--- src/hdl/abr_pkg.sv ---
// Shared types, constants and helper functions for the audio block ring.
package abr_pkg;

    // Default sizes handed to the top level.
    localparam int RING_SLOTS_DEF = 8;
    localparam int BLOCK_MAX_DEF  = 2048;
    localparam int RAMP_LEN_DEF   = 64;

    // Block lengths selected by the block size register.
    localparam int BLK_LEN_0 = 1024;
    localparam int BLK_LEN_1 = 1536;
    localparam int BLK_LEN_2 = 2048;

    // Rate controller constants.
    localparam int NOMINAL_HZ    = 44100;
    localparam int GAIN_P        = 4000;
    localparam int GAIN_I        = 90;
    localparam int PPM_SCALE     = 1000000;
    localparam int PPM_LIM_1     = 10000;
    localparam int PPM_LIM_2     = 30000;
    localparam int PPM_LIM_3     = 150000;
    localparam int FREERUN_DEPTH = 4;
    // 44100 / 1000000 reduced to 441 / 10000 keeps the division exact.
    localparam int PITCH_NUM     = NOMINAL_HZ / 100;
    localparam int PITCH_DEN     = PPM_SCALE / 100;

    // Occupancy width seen by the rate controller; covers up to 16 slots.
    localparam int OCC_W = 5;

    // Configuration port.
    localparam int CFG_IDX_W  = 2;
    localparam int CFG_DATA_W = 4;

    typedef enum logic [CFG_IDX_W-1:0] {
        CFG_BLOCK_SIZE = 2'd0,
        CFG_RING_DEPTH = 2'd1,
        CFG_RATE_MODE  = 2'd2
    } t_cfg_idx;

    typedef enum logic [1:0] {
        BLK_SEL_1024 = 2'd0,
        BLK_SEL_1536 = 2'd1,
        BLK_SEL_2048 = 2'd2
    } t_blk_sel;

    typedef enum logic [1:0] {
        RATE_OFF = 2'd0,
        RATE_1PC = 2'd1,
        RATE_3PC = 2'd2,
        RATE_15PC = 2'd3
    } t_rate_mode;

    typedef enum logic [1:0] {
        MODE_REAL    = 2'd0,
        MODE_FADE    = 2'd1,
        MODE_CONCEAL = 2'd2
    } t_play_mode;

    localparam logic KIND_PUSH = 1'b0;
    localparam logic KIND_PULL = 1'b1;

    typedef struct packed {
        logic               kind;
        logic signed [15:0] in_left;
        logic signed [15:0] in_right;
    } t_in_word;

    typedef struct packed {
        logic signed [15:0] out_left;
        logic signed [15:0] out_right;
        logic               concealing;
        logic               dropping;
        logic               ring_full;
        logic [3:0]         occupancy;
        logic [15:0]        pitch_hz;
    } t_out_word;

    typedef struct packed {
        logic             start;
        logic [OCC_W-1:0] used;
        logic [OCC_W-1:0] limit;
        logic [1:0]       mode;
    } t_rate_req;

    function automatic logic [17:0] max_ppm(input logic [1:0] mode);
        logic [17:0] v;
        unique case (t_rate_mode'(mode))
            RATE_OFF:  v = '0;
            RATE_1PC:  v = 18'(PPM_LIM_1);
            RATE_3PC:  v = 18'(PPM_LIM_2);
            RATE_15PC: v = 18'(PPM_LIM_3);
            default:   v = '0;
        endcase
        return v;
    endfunction

    function automatic logic [10:0] int_limit(input logic [1:0] mode);
        logic [10:0] v;
        unique case (t_rate_mode'(mode))
            RATE_OFF:  v = '0;
            RATE_1PC:  v = 11'(PPM_LIM_1 / GAIN_I);
            RATE_3PC:  v = 11'(PPM_LIM_2 / GAIN_I);
            RATE_15PC: v = 11'(PPM_LIM_3 / GAIN_I);
            default:   v = '0;
        endcase
        return v;
    endfunction

    function automatic logic [15:0] abs16(input logic signed [15:0] x);
        logic [15:0] v;
        v = x[15] ? 16'(-x) : 16'(x);
        return v;
    endfunction

endpackage

--- src/hdl/abr_rate_ctrl.sv ---
// PI pitch controller on ring occupancy, run once per playback block.
module abr_rate_ctrl (
    input  logic              i_clk,
    input  logic              i_rst_n,
    input  abr_pkg::t_rate_req i_req,
    output logic              o_busy,
    output logic [15:0]       o_pitch
);
    import abr_pkg::*;

    localparam int YW         = 26;
    localparam int PitchShift = YW + $clog2(PITCH_DEN);
    localparam logic [63:0] PitchMulL =
        ((64'd1 << PitchShift) + 64'(PITCH_DEN) - 64'd1) / 64'(PITCH_DEN);
    localparam int MulW = 27;
    localparam logic [MulW-1:0] PitchMul = PitchMulL[MulW-1:0];

    typedef enum logic [2:0] {R_IDLE, R_PI, R_SCALE, R_DIV, R_APPLY} t_state;

    t_state             r_state;
    logic signed [11:0] r_integral;
    logic [15:0]        r_pitch;
    logic [OCC_W-1:0]   r_used;
    logic [OCC_W-1:0]   r_limit;
    logic [1:0]         r_mode;
    logic [17:0]        r_ppm_mag;
    logic               r_neg;
    logic [YW-1:0]      r_y;
    logic [15:0]        r_q;

    logic signed [6:0]    err;
    logic signed [12:0]   ilim;
    logic signed [12:0]   isum;
    logic signed [11:0]   n_integral;
    logic signed [20:0]   pmax;
    logic signed [20:0]   ppm;
    logic signed [20:0]   ppm_c;
    logic [YW+MulW-1:0]   prod;
    logic [16:0]          cand;
    logic                 take;

    always_comb begin
        err  = $signed({1'b0, r_used, 1'b0}) - $signed({2'b00, r_limit});
        ilim = $signed(13'(int_limit(r_mode)));
        isum = 13'(r_integral) + 13'(err);
        if (isum > ilim) begin
            n_integral = 12'(ilim);
        end else if (isum < -ilim) begin
            n_integral = 12'(-ilim);
        end else begin
            n_integral = 12'(isum);
        end
        pmax = $signed(21'(max_ppm(r_mode)));
        ppm  = 21'(err) * $signed(21'(GAIN_P)) + 21'(n_integral) * $signed(21'(GAIN_I));
        if (ppm > pmax) begin
            ppm_c = pmax;
        end else if (ppm < -pmax) begin
            ppm_c = -pmax;
        end else begin
            ppm_c = ppm;
        end
        prod = YW'(r_y) * PitchMul;
        cand = r_neg ? 17'(NOMINAL_HZ) - 17'(r_q) : 17'(NOMINAL_HZ) + 17'(r_q);
        take = (cand > {1'b0, r_pitch} + 17'd1) || (cand + 17'd1 < {1'b0, r_pitch});
    end

    always_ff @(posedge i_clk) begin
        if (!i_rst_n) begin
            r_state    <= R_IDLE;
            r_integral <= '0;
            r_pitch    <= 16'(NOMINAL_HZ);
        end else begin
            unique case (r_state)
                R_IDLE: begin
                    if (i_req.start) begin
                        r_used  <= i_req.used;
                        r_limit <= i_req.limit;
                        r_mode  <= i_req.mode;
                        r_state <= R_PI;
                    end
                end
                R_PI: begin
                    if (t_rate_mode'(r_mode) == RATE_OFF) begin
                        // Rate control off: snap back to nominal once.
                        if (r_pitch != 16'(NOMINAL_HZ)) begin
                            r_pitch    <= 16'(NOMINAL_HZ);
                            r_integral <= '0;
                        end
                        r_state <= R_IDLE;
                    end else begin
                        r_integral <= n_integral;
                        r_neg      <= ppm_c[20];
                        r_ppm_mag  <= ppm_c[20] ? 18'(-ppm_c) : 18'(ppm_c);
                        r_state    <= R_SCALE;
                    end
                end
                R_SCALE: begin
                    r_y     <= YW'(r_ppm_mag * 9'(PITCH_NUM));
                    r_state <= R_DIV;
                end
                R_DIV: begin
                    r_q     <= prod[PitchShift +: 16];
                    r_state <= R_APPLY;
                end
                R_APPLY: begin
                    // Changes of one hertz or less are not taken.
                    if (take) begin
                        r_pitch <= cand[15:0];
                    end
                    r_state <= R_IDLE;
                end
                default: r_state <= R_IDLE;
            endcase
        end
    end

    assign o_busy  = (r_state != R_IDLE);
    assign o_pitch = r_pitch;
endmodule

--- config.mk ---
export PLATFORM = sky130hd
export DESIGN_NAME = abr_rate_ctrl
export DESIGN_NICKNAME = d
export VERILOG_FILES = /design/src/hdl/abr_pkg.sv /design/src/hdl/abr_rate_ctrl.sv
export SDC_FILE = /design/constraint.sdc
export NUM_CORES = 1
export LEC_CHECK = 0
export BUFFER_PORTS_ARGS = -buffer_cell sky130_fd_sc_hd__buf_2
export CORE_AREA = 2 2 39 41
export DETAILED_ROUTE_END_ITERATION = 8
export DIE_AREA = 0 0 41 43
export PLACE_DENSITY = 0.61
export SYNTH_ARGS = -nofsm -noshare
export SYNTH_HDL_FRONTEND = slang
export SYNTH_SLANG_ARGS = --single-unit
--- constraint.sdc ---
create_clock -name i_clk -period 1.15 [get_ports i_clk]
set_input_delay 0.1725 -clock i_clk [delete_from_list [all_inputs] [get_ports i_clk]]
set_output_delay 0.1725 -clock i_clk [all_outputs]
set_load 0.01 [all_outputs]
==> summary.md, run 1 <==
| Metric | Value |
|---|---|
| Worst vdd ir | `0.000374 V` |
| Vias post-DR | `200` |
| Source of the worst hold timing path | `i_req[0]` |
| Core Footprint | `1380 sq um` |
| Hold Crit Endpoint | `r_mode[0]` |
| Post-DP Area | `315 sq um` |
| Post-route DRC | `0` |
| Antenna violations before repair | `0` |
| Largest stage delay, worst path | `about 380 ps` |
| Post-synth top area share | `a little under two fifths` |
| Initial core utilization | `between 20 and 25%` |
| Flops & latches, synth | `5` |
| Worst EP arrival | `~1000 ps` |
| Clock skew | `~2.4 ps` |
| Post-layout min period | `~1200 ps` |
| CP endpoint kind | `output port` |
| First-pass GRT wire length | `579 microns` |
| CP max FO | `2` |
| Hold depth | `1` |
| Post-Syn Area | `317 sq um` |
| Syn avg cell area | `9.59 sq um` |
| Post-synthesis sequential area ratio | `around 38%` |
| Mapped Cells | `33` |
| Leakage | `0.000181 uW` |
| Setup WS post-layout | `-61.4 ps` |
| Rows | `14` |
| Layout cells sized above 1 | `43.2%` |
| PD cells | `approximately 1300 nW/um^2` |
| Detailed Route WL | `388 microns` |
| WL/cell | `6.47 microns` |
| 1st-iter DRT viols | `0` |
| Remaining Overflow, GRT | `0` |
| Critical path buffers and inverters | `1` |
| Kind of critical path | `flip-flop to output port` |
| First-pass DRT Iterations | `1` |
| R2R depth | `2` |
| Clock edge transition at the registers on the reported setup and hold paths | `~40 ps` |
| Fmax | `825 MHz` |
| Critical Path, Cell by Cell | `or3_4 > buf_6` |
| Hold buffer count at CTS | `0` |
| I/O Pins | `32` |
| Final hold vios | `0` |
| DP Wirelength | `around 290 microns` |
| Slew Limit Fails | `0` |
| Hold_ws | `113 ps` |
| Clk_lat worst skew | `approximately 230 ps` |
| Unrepaired setup endpoints after global routing | `yes` |
| Worst slack, placed | `36.6 ps` |
| CTS Root Cell | `clkbuf_4` |
| Number of global-route vias before repair | `171` |
| Die outline height | `~43 microns` |
| N_diodes | `0` |
| Failing checks | `negative setup slack` |
| CTS buffer count | `3` |
| Reg2reg start | `r_state[1]` |
| Most frequent cells in the layout | `conb_1 (16), buf_2 (4), buf_4 (4)` |
| Most area-hungry cell type in the Yosys netlist | `buf_4` |
| Final setup fails | `1` |
| Worst reg2reg path endpoint | `r_mode[0]` |
| DRT antenna net count | `0` |
| Most common cell after layout, fill and taps aside | `conb_1` |
| Crit share post-route | `105%` |
| Distinct cells, synth | `13` |
| Nets@finish | `60` |
| Reg-to-reg slack, setup | `about 70 ps` |
| Die width | `roughly 41 microns` |
| Setup total negative slack | `-61.4 ps` |
| CTS tree | `done` |
| # Max-Cap Violations | `0` |
| CP max stage cell | `or3_4` |
| Startpoint types | `flip-flop` |
| Gpl congestion | `slightly above 0.5` |
| CP required | `980 ps` |
| Largest net degree at the start of global routing | `7` |
| Top delay family on crit path | `simple AND/OR/NAND/NOR gates` |
| H-tree depth | `1` |
| CTS sink cnt | `5` |
| Area Overhead vs Synth | `20.2%` |
| Non-filler cells, final | `60` |
| Dpl cells | `54` |
| Status | `complete, but fails checks` |
| Largest cells by area after synthesis | `buf_4 (38%), dfxtp_1 (19%), edfxtp_1 (19%)` |
| GRT Util Overall | `6.04%` |
| Final Cell Area | `between 300 and 400 sq um` |
| DIE AREA | `between 1500 and 2000 sq um` |
| DR vias/cell | `about 3.3` |
| Max clock buf depth | `2` |
| Worst min path class | `input port to flip-flop` |
| Port buffer count | `5` |
| Warnings from Yosys | `0` |
## stage by stage
step / util [%] / total power (uW)
final: 27.5 / 487
after global routing: 27.5 / 523
after CTS: 26.1 / 490
after detailed placement: 22.8 / 274
after global placement: 22.8 / 274
after floorplan: - / 293
## layer usage
metal	GRT usage, %	share of wire, %	vias up	wire [microns]
li1	-	-	97	-
met1	2.59	26	87	100
met2	8.75	59	14	230
met3	3.14	9.5	2	37
met4	12.0	5.2	0	20
met5	0	0	-	0
## how the worst max path moves through the flow
stage | startpoint | to | slack (ps) | cells after the start
floorplan | r_state[2] | r_mode[0] | 100 | 2
global placement | r_state[2] | r_mode[1] | 40 | 2
detailed placement | r_state[2] | r_mode[0] | 40 | 2
CTS | r_state[2] | o_busy | -70 | 2
global route | r_state[2] | o_busy | -90 | 2
finish | r_state[2] | o_busy | -60 | 2
## flip-flops by register name, indices dropped and copies added, names as in the netlist
name,cells
r_mode,2
r_state,3
## cell type report
type	instances	area [sq um]
Fill cell	157	1000
Multi-Input combinational cell	26	148
Sequential cell	5	125
Timing Repair Buffer	9	61.3
Clock buffer	4	26.3
Tap cell	16	20.0
## kinds of logic (layout without fill, tap and decap cells)
group	after synthesis	after routing	synth area share [%]
flip-flops	5	5	37.9
multiplexers	1	1	3.56
other	2	16	2.37
AND/OR/NAND/NOR	8	8	16.6
AO/OA/AOI/OAI	1	1	1.58
buffers and inverters	16	13	37.9
## synthesized netlist by cell type, drive strengths merged
cell,n
o21ai,1
mux2,1
conb,2
nor2,3
dfxtp,3
nor3,1
or3,1
nor4b,1
edfxtp,2
nand2b,1
buf,16
nand2,1
## power by group
part / internal, uW / switching [uW]
Combinational: 43.9 / 49.8
Clock: 131 / 62.1
Sequential: 195 / 5.16
## what timing repair did
action                                  CTS  global route
endpoints found under the setup margin    1             3
endpoints found under the hold margin     0             0
setup buffers                             1             1
resized for setup                         4             2
pin swaps                                 1             0
## worst reg2reg max path, cell delays in order, from the launching register on
cell and delay [ps]:
dfxtp_2 310, buf_4 140, nor4b_4 310
Power figures use the tool's default switching activity.
==> inputs of run 2 (changes only) <==
CELL_PAD_IN_SITES_DETAIL_PLACEMENT = 1   (was unset)
CELL_PAD_IN_SITES_GLOBAL_PLACEMENT = 1   (was unset)
CORE_AREA = unset   (was 2 2 39 41)
CORE_MARGIN = 1   (was unset)
CORE_UTILIZATION = 19   (was unset)
DIE_AREA = unset   (was 0 0 41 43)
PLACE_DENSITY = 0.71   (was 0.61)
==> run 2 against run 1 <==
- the flow still finishes with violations (negative setup slack)
- first-iteration DRC count unchanged
- clock skew increased by 5.3 ps
- hold slack got worse by 4.2 ps
- die area increased by 4.0%
- flip-flop and latch count unchanged
- maximum frequency decreased by 1.3%
- utilization decreased by 4.0 points
- non-clock buffer count decreased by 3
- count of clock-buffer cells in the layout unchanged
- sequential share of layout area increased by 2.1 points
- critical path depth unchanged
- critical path type unchanged
- highest routed layer unchanged
==> summary.md, run 2 (same netlist as run 1, synthesis figures left out) <==
| Metric | Value |
|---|---|
| Die width | `around 43 microns` |
| Final setup fails | `1` |
| CP endpoint kind | `output port` |
| I/O Pins | `32` |
| Final hold vios | `0` |
| CP startpoint | `r_state[1]` |
| Setup crit end | `o_busy` |
| 1st-iter DRT viols | `0` |
| Clock skew | `between 7 and 8 ps` |
| Most common cell after layout, fill and taps aside | `conb_1` |
| Unrepaired setup endpoints after global routing | `yes` |
| # Max-Cap Violations | `0` |
| Dpl cells | `52` |
| Worst min path class | `input port to flip-flop` |
| GRT Util Overall | `under 10%` |
| Rows | `14` |
| Status | `complete, but fails checks` |
| Switch Pwr | `roughly 120 uW` |
| Setup WS post-layout | `-77.9 ps` |
| R2R depth | `2` |
| CTS sink cnt | `5` |
| PD cells | `1360 nW/um^2` |
| Top reg by flops | `r_state` |
| Reg power frac | `a little over two fifths` |
| Most frequent cells in the layout | `conb_1 (16), buf_2 (4), clkbuf_4 (3)` |
| Leakage | `0.000166 uW` |
| First-pass GRT wire length | `about 670 microns` |
| Clock share of power | `between 40% and 50%` |
| Clock edge transition at the registers on the reported setup and hold paths | `50 ps` |
| Core Footprint | `1520 sq um` |
| Largest net degree at the start of global routing | `7` |
| Failing checks | `negative setup slack` |
| DR vias/cell | `3.21` |
| DRT antenna net count | `0` |
| Hold buffer count at CTS | `0` |
| Worst EP arrival | `1060 ps` |
| Max clock buf depth | `2` |
| Area Overhead vs Synth | `13.0%` |
| Max FFs per register | `3` |
| Pint | `approximately 360 uW` |
| Nets@finish | `57` |
| Startpoint types | `flip-flop` |
| Kind of critical path | `flip-flop to output port` |
| Antenna violations before repair | `0` |
| Hold_ws | `109 ps` |
| Comb pwr share | `16.8%` |
| Hold depth | `1` |
| CTS tree | `done` |
| H-tree depth | `1` |
| # fillers | `roughly 190` |
| Number of global-route vias before repair | `180` |
| Non-filler cells, final | `57` |
| Remaining Overflow, GRT | `0` |
| Slew Limit Fails | `0` |
| CP required | `slightly below 1000 ps` |
| Detailed Route WL | `~460 microns` |
| Fmax | `814 MHz` |
| Initial core utilization | `roughly a fifth` |
| Gpl congestion | `0.631` |
| Vias post-DR | `roughly 180` |
| CTS Root Cell | `clkbuf_4` |
| Reg-to-reg slack, setup | `approximately 30 ps` |
| Reg2reg start | `r_state[1]` |
| WL/cell | `8.12 microns` |
| DIE AREA | `roughly 1800 sq um` |
| Clk_lat worst skew | `about 240 ps` |
| Worst vdd ir | `roughly 0.00031 V` |
| Crit share post-route | `107%` |
| Post-layout min period | `around 1200 ps` |
| Die outline height | `~43 microns` |
| Regs by FF count | `r_state (3), r_mode (2)` |
| CP max FO | `2` |
| Layout cells sized above 1 | `approximately two fifths` |
| Port buffer count | `5` |
| Worst reg2reg path endpoint | `r_mode[1]` |
| DP Wirelength | `337 microns` |
| First-pass DRT Iterations | `1` |
| N_diodes | `0` |
| Setup total negative slack | `-77.9 ps` |
| Post-route DRC | `0` |
| CTS buffer count | `3` |
| Switching share of total power | `between 20 and 30%` |
[run 2: power by group through the flow]
stage | Clock [uW] | Sequential (uW) | Combinational, uW
2_1_floorplan | 0 | 205 | 88.1
3_3_place_gp | 0 | 206 | 60.6
3_5_place_dp | 0 | 208 | 61.7
4_1_cts | 207 | 203 | 81.3
5_1_grt | 228 | 204 | 88.7
6_report | 201 | 203 | 81.8
[run 2: critical path, stage by stage, from the launching register on]
cell and delay, ps:
dfxtp_4 330, or3_4 360, buf_6 130
[run 2: layout make-up]
cell class                 instances  area [sq um]  area share (%)
timing repair buffer               6          38.8            10.8
tap                               16          20.0            5.59
sequential                         5           125            35.0
multi-input combinational         26           148            41.3
clock buffer                       4          26.3            7.34
[run 2: through the flow]
stage          util, %  instance area [sq um]  setup WS, ps  power (uW)
5_1_grt           23.5                    358          -112         520
3_3_place_gp      19.7                    300          19.1         267
3_5_place_dp      19.7                    300          13.0         269
2_1_floorplan        -                    375          95.1         293
6_report          23.5                    358         -77.9         486
4_1_cts           23.5                    358         -81.6         491
[run 2: how the worst min path moves through the flow]
| stage | from | to | slack, ps |
|---|---|---|---|
| floorplan | i_req[0] | r_mode[0] | 270 |
| global placement | i_req[0] | r_mode[0] | 350 |
| detailed placement | i_req[0] | r_mode[0] | 350 |
| CTS | i_req[0] | r_mode[0] | 100 |
| global route | i_req[0] | r_mode[0] | 90 |
| finish | i_req[0] | r_mode[0] | 110 |
[run 2: metal layers]
| layer | up-vias | share of wire [%] | track usage, % |
|---|---|---|---|
| li1 | 88 | - | - |
| met3 | 2 | 6.9 | 2.55 |
| met1 | 81 | 32 | 3.89 |
| met5 | - | 0 | 0 |
| met4 | 0 | 2.6 | 9.38 |
| met2 | 12 | 58 | 9.39 |
[run 2: repair_timing]
item / in CTS / in global routing
resized for setup: 6 / 0
setup buffers: 1 / 0
endpoints found under the setup margin: 1 / 1
hold endpoints to repair: 0 / 0
pin swaps: 1 / 0
